$ cat src/sv/complex_vector_normalizer_assert.svh
// Assertion macros for the vector normalizer.
`ifndef COMPLEX_VECTOR_NORMALIZER_ASSERT_SVH
`define COMPLEX_VECTOR_NORMALIZER_ASSERT_SVH

// Same-cycle implication, sampled on clk, off during reset.
`define CVN_ASSERT_NOW(label, ante, cons, msg) \
    label: assert property (@(posedge clk) disable iff (!rst_n) (ante) |-> (cons)) \
        else $error(msg);

// Next-cycle implication, sampled on clk, off during reset.
`define CVN_ASSERT_NEXT(label, ante, cons, msg) \
    label: assert property (@(posedge clk) disable iff (!rst_n) (ante) |=> (cons)) \
        else $error(msg);

`endif

$ cat src/sv/cvn_pkg.sv
package cvn_pkg;

    localparam int SAMPLE_BITS   = 16;
    localparam int GRID_BITS     = 16;
    localparam int SUM_BITS      = 44;
    localparam int SCALE_BITS    = 24;
    localparam int PROD_BITS     = SUM_BITS + GRID_BITS;       // 60
    localparam int MUL_BITS      = SAMPLE_BITS + SCALE_BITS + 1;
    localparam int SQ_BITS       = 2 * SAMPLE_BITS;
    localparam int QUO_BITS      = 48;
    localparam int DIV_STEPS     = 77;
    localparam int ROOT_STEPS    = 24;
    localparam int CNT_BITS      = 7;
    localparam int IN_DATA_BITS  = 32;
    localparam int OUT_DATA_BITS = 80;

    localparam logic [GRID_BITS-1:0]  GRID_RESET  = 16'd655;
    localparam logic [SCALE_BITS-1:0] SCALE_ONE   = 24'h01_0000;
    localparam logic [SCALE_BITS-1:0] SCALE_MAX   = 24'hFF_FFFF;
    localparam logic [SUM_BITS-1:0]   SUM_MAX     = {SUM_BITS{1'b1}};
    localparam logic [PROD_BITS-1:0]  SMALL_LIMIT = 60'h1 << 28;
    localparam logic [QUO_BITS-1:0]   ROOT_PROBE0 = 48'h1 << 46;

    typedef enum logic [3:0] {
        ST_IDLE,
        ST_ACC,
        ST_NORM,
        ST_PROD,
        ST_CHECK,
        ST_DIV,
        ST_ROOT_INIT,
        ST_ROOT,
        ST_REPORT
    } ctrl_state_t;

    typedef enum logic [3:0] {
        OP_NONE,
        OP_ACC,
        OP_NORM,
        OP_PROD,
        OP_DIV_INIT,
        OP_DIV,
        OP_ROOT_INIT,
        OP_ROOT,
        OP_REPORT
    } dp_op_t;

    typedef struct packed {
        logic   take;
        dp_op_t op;
    } dp_cmd_t;

    typedef struct packed {
        logic last;
        logic p_zero;
        logic p_small;
        logic div_done;
        logic root_done;
        logic out_free;
    } dp_status_t;

endpackage

$ cat src/sv/cvn_ctrl.sv
module cvn_ctrl (
    input  logic                clk,
    input  logic                rst_n,
    input  logic                s_tvalid,
    input  logic                s_tuser,
    output logic                s_tready,
    input  cvn_pkg::dp_status_t status,
    output cvn_pkg::dp_cmd_t    cmd
);

    cvn_pkg::ctrl_state_t state_reg;
    cvn_pkg::ctrl_state_t state_next;

    always_ff @(posedge clk or negedge rst_n)
    begin
        if (!rst_n)
        begin
            state_reg <= cvn_pkg::ST_IDLE;
        end
        else
        begin
            state_reg <= state_next;
        end
    end

    always_comb
    begin
        state_next = state_reg;
        unique case (state_reg)
            cvn_pkg::ST_IDLE:
            begin
                if (s_tvalid)
                begin
                    state_next = s_tuser ? cvn_pkg::ST_NORM : cvn_pkg::ST_ACC;
                end
            end
            cvn_pkg::ST_ACC:
            begin
                state_next = status.last ? cvn_pkg::ST_PROD : cvn_pkg::ST_IDLE;
            end
            cvn_pkg::ST_NORM:
            begin
                if (status.out_free)
                begin
                    state_next = cvn_pkg::ST_IDLE;
                end
            end
            cvn_pkg::ST_PROD:
            begin
                state_next = cvn_pkg::ST_CHECK;
            end
            cvn_pkg::ST_CHECK:
            begin
                state_next = status.p_small ? cvn_pkg::ST_REPORT : cvn_pkg::ST_DIV;
            end
            cvn_pkg::ST_DIV:
            begin
                if (status.div_done)
                begin
                    state_next = cvn_pkg::ST_ROOT_INIT;
                end
            end
            cvn_pkg::ST_ROOT_INIT:
            begin
                state_next = cvn_pkg::ST_ROOT;
            end
            cvn_pkg::ST_ROOT:
            begin
                if (status.root_done)
                begin
                    state_next = cvn_pkg::ST_REPORT;
                end
            end
            cvn_pkg::ST_REPORT:
            begin
                if (status.out_free)
                begin
                    state_next = cvn_pkg::ST_IDLE;
                end
            end
            default:
            begin
                state_next = cvn_pkg::ST_IDLE;
            end
        endcase
    end

    always_comb
    begin
        s_tready = 1'b0;
        cmd.op   = cvn_pkg::OP_NONE;
        unique case (state_reg)
            cvn_pkg::ST_IDLE:
            begin
                s_tready = 1'b1;
            end
            cvn_pkg::ST_ACC:
            begin
                cmd.op = cvn_pkg::OP_ACC;
            end
            cvn_pkg::ST_NORM:
            begin
                cmd.op = status.out_free ? cvn_pkg::OP_NORM : cvn_pkg::OP_NONE;
            end
            cvn_pkg::ST_PROD:
            begin
                cmd.op = cvn_pkg::OP_PROD;
            end
            cvn_pkg::ST_CHECK:
            begin
                cmd.op = status.p_small ? cvn_pkg::OP_NONE : cvn_pkg::OP_DIV_INIT;
            end
            cvn_pkg::ST_DIV:
            begin
                cmd.op = cvn_pkg::OP_DIV;
            end
            cvn_pkg::ST_ROOT_INIT:
            begin
                cmd.op = cvn_pkg::OP_ROOT_INIT;
            end
            cvn_pkg::ST_ROOT:
            begin
                cmd.op = cvn_pkg::OP_ROOT;
            end
            cvn_pkg::ST_REPORT:
            begin
                cmd.op = status.out_free ? cvn_pkg::OP_REPORT : cvn_pkg::OP_NONE;
            end
            default:
            begin
                cmd.op = cvn_pkg::OP_NONE;
            end
        endcase
        cmd.take = s_tvalid & s_tready;
    end

endmodule

$ cat config.mk
export PLATFORM = sky130hd
export DESIGN_NAME = cvn_ctrl
export DESIGN_NICKNAME = d
export VERILOG_FILES = /design/src/sv/complex_vector_normalizer_assert.svh /design/src/sv/cvn_pkg.sv /design/src/sv/cvn_ctrl.sv
export SDC_FILE = /design/constraint.sdc
export NUM_CORES = 1
export LEC_CHECK = 0
export BUFFER_PORTS_ARGS = -buffer_cell sky130_fd_sc_hd__clkbuf_2
export CAP_MARGIN = 20
export CORE_AREA = 2 2 39 41
export DETAILED_ROUTE_END_ITERATION = 12
export DIE_AREA = 0 0 41 43
export GPL_ROUTABILITY_DRIVEN = 0
export PLACE_DENSITY = 0.61
export SKIP_LAST_GASP = 1
export SLEW_MARGIN = 40
export SYNTH_ARGS = -nofsm -noshare
export SYNTH_HDL_FRONTEND = slang
export SYNTH_SLANG_ARGS = --single-unit
$ cat constraint.sdc
create_clock -name clk -period 1.8 [get_ports clk]
set_clock_uncertainty 0.05 [all_clocks]
set_input_delay 0.09 -clock clk [delete_from_list [all_inputs] [get_ports clk]]
set_output_delay 0.09 -clock clk [all_outputs]
set_load 0.1 [all_outputs]
# Word-level counts from Yosys, hierarchy flattened
# Cells that the tools add are included.
# totals
reg_bits	4
inputBits	10
output_inout_bits	6
# classes
eq_ne	12
n_mux	13
bitwise_logic	1
n_reduce_logical	3
# op_table
cell	count
$pmux 4 s8	2
$mux 4	6
$eq 4x3->1 const B	4
$eq 4x2->1 const B	2
$mux 2	3
$ne 2x2->1 const B	3
$eq 4x1->1 const B	1
$eq 4x4->1 const B	1
$logic_not 4->1	1
$reduce_and 4->1	1
$mux 3	1
$ne 2x1->1 const B	1
$reduce_or 2->1	1
$and 1x1->1	1
$mux 1	1

# Logic depth before layout (Yosys ltp)
# depth
word_depth	4
depth_mapped	5
ltp_nobuf	4

# Least setup slack after synthesis
# OpenSTA, ideal clock, no wires.
# synth_path
kind	register to output
startpoint	register state_reg[1]
endpoint	output port cmd[4] (netlist name)
arrival_ps	3080
required_ps	1660
slack_ps	-1420
stages_incl_launch_ff	5
n_path_buf	1
cell_sequence	dfrtp_1 -> buf_6 -> or3_4 -> nor2_1 -> and2_1
# synth_lines
item	line_no	text
from (decl)	cvn_ctrl.sv:11	cvn_pkg::ctrl_state_t state_reg;
from (signal assigned)	cvn_ctrl.sv:18	state_reg <= cvn_pkg::ST_IDLE;
from (signal assigned)	cvn_ctrl.sv:22	state_reg <= state_next;
to (decl)	cvn_ctrl.sv:8	output cvn_pkg::dp_cmd_t cmd

# Final worst setup path
# layout_path
startpoint	register state_reg[0]
endpoint	register state_reg[3]
# layout_between
elab_chain_len	4
# layout_rtl
item	line_no	text
$eq 4x4->1 / $eq 4x2->1 (equally long branches)	cvn_ctrl.sv:29	unique case (state_reg)
$reduce_or 2->1 (no line)	-	
$ne 2x1->1 (no line)	-	
$reduce_and 4->1 (no line)	-	
# Several ways; a longest one is shown, not always the timed one.
# A chain may end at the register's enable or synchronous reset.

==> results.cfg <==
[worst_setup_path]
worstPathRequired_ns = 1.87
arrival_ns = 1.77
crit_type = reg -> reg
start_kind = register
cp-end-kind = register
cp_max_fo = 5

[logic_synthesis]
ys_types = 27
syn_nets = 57
yosysTopAreaCell = dfrtp_1
synth_top_cell_area_share_pct = 25.7
yosysWarnings = 0
netlist_area_um2 = 389
avgSynthCellArea_um2 = 8.28
syn_inst = 47
synth-edff-count = 0
yosys-top-cells-area = dfrtp_1, a21oi_1, mux2i_1
seq_area_frac_synth_pct = 25.7
synth_seq_cells = 4
ys_async_sr_fraction_pct = 100
synthFlopType = dfrtp_1

[cts]
clk_latency_ns = 0.24
cts_inserted_buffers = 3
clock_sinks = 4
h-tree-depth = 1
clock-root-buffer = clkbuf_4
clockBufferDepth = 2
cts_tree = yes
path_clk_slew_ns = 0.04
post_cts_buffers = 0

[layout]
syn_to_final_growth_pct = 56.3
fillerInstances = 139
largest_reg_flops = 4
n_antenna_cell = 0
fin_nets = 77
drive_gt1_share_pct = 50.8

[timing]
fmax_mhz = 588
setup_viol = 0
holdWs_ns = 0.137
worst_pin_slew_ns = 0.538
max_slew_margin_pct = 64.3
report.final.slew_viol_count = 0
period_needed_ns = 1.70
hold_viol = 0
rsz0062_at_grt = false
finalCritPeriodShare_pct = 94.6

[routing]
vias = 397
drc = 0
via_per_inst = 4.90
drt-total-wl_um = 847
detail-route-antenna-nets = 0
drtIter0Drc = 0
dr.pass1.iters = 1
wl_per_cell_um = 10.5

[place]
hpwl_um = 655
portBuffers = 14

[die]
die_x_um = 41
core_area_um2 = 1380
start_util_pct = 28.1
die-area_um2 = 1760
die_h_um = 43
rows = 14
io_pins = 16

[grt]
grt_pass1_wl_mm = 1.47
overflow = 0
grt.total_usage_pct = 12.3
grt_pass1_vias = 380
grt_max_degree = 12
antenna_found_initial = 0

[flow_run]
cap_violations = 0

[status]
status = complete, no violations

[min_path]
hp-class = in -> async
## stage by stage
stage / std cells / utilization (%) / area, µm² / setup slack (ns) / setup TNS, ns
2_1_floorplan: 47 / - / 418 / -0.324 / -0.392
3_3_place_gp: 77 / 41.6 / 576 / 0.115 / 0
3_5_place_dp: 77 / 41.6 / 576 / 0.104 / 0
4_1_cts: 81 / 43.9 / 608 / 0.0936 / 0
5_1_grt: 81 / 43.9 / 608 / 0.0282 / 0
6_report: 81 / 43.9 / 608 / 0.0980 / 0
## timing repair
item | CTS | global route
hold buffers | 1 | 0
endpoints found under the hold margin | 4 | 0
gates resized for setup | 0 | 0
## cells by family after synthesis
kind of cell           Yosys count  share of synthesized area (%)
AND/OR/NAND/NOR                 21                           29.9
AO/OA/AOI/OAI                   13                           25.1
buffers and inverters            5                           7.39
multiplexers                     4                           11.9
flip-flops                       4                           25.7
## synthesized netlist by cell type, types with 2 or more instances
master	count
nand2b_1	3
buf_2	2
nor2_1	4
mux2i_1	2
nor2b_1	2
a21oi_1	5
nor3_1	2
dfrtp_1	4
a211oi_1	2
nand2_1	4
## worst max-delay path, stage by stage, from the launching register on
cell and delay, ns:
dfrtp_1 0.42, or4b_1 0.54, o22ai_2 0.17, a31oi_2 0.09, mux2_4 0.31
## cell type report
class,instances,area [µm²],share of cell area (%)
timing repair buffer,19,173,28.4
inverter,1,3.75,0.617
clock buffer,3,22.5,3.70
sequential,4,100,16.5
multi-input combinational,38,289,47.5
tap,16,20.0,3.29
## placed cells by master, fill, tap and decap left out, types with 2 or more instances in the layout
| cell | count |
|---|---|
| buf_4 | 5 |
| a21oi_1 | 4 |
| nor2_1 | 2 |
| nand2_1 | 4 |
| buf_12 | 4 |
| a211oi_1 | 2 |
| clkbuf_4 | 3 |
| nand2b_1 | 3 |
| clkbuf_2 | 9 |
| mux2i_1 | 2 |
| dfrtp_1 | 4 |
## path summary, 6_finish.rpt
| path | startpoint | endpoint | slack [ns] | cells past startpoint |
|---|---|---|---|---|
| worst max-delay path | state_reg[0] | state_reg[3] | 0.1 | 4 |
| max in group asynchronous | rst_n | state_reg[1] | 1.44 | 2 |
| worst max register to register | state_reg[0] | state_reg[3] | 0.1 | 4 |
| worst min register to register | state_reg[3] | state_reg[3] | 0.57 | 1 |
| worst min-delay path | rst_n | state_reg[3] | 0.14 | 2 |
| min in group clk | status[0] | state_reg[0] | 0.16 | 3 |
## per-layer routing
layer	track usage, %	routed length [µm]	vias to the layer above
li1	-	-	207
met1	15.0	389	177
met2	18.1	394	11
met3	3.14	46	2
met4	8.00	17	0
met5	0	0	-
Power is left out: the tool's default activity adds up to more than one toggle a clock period on the data nets, which glitch-free logic cannot reach.
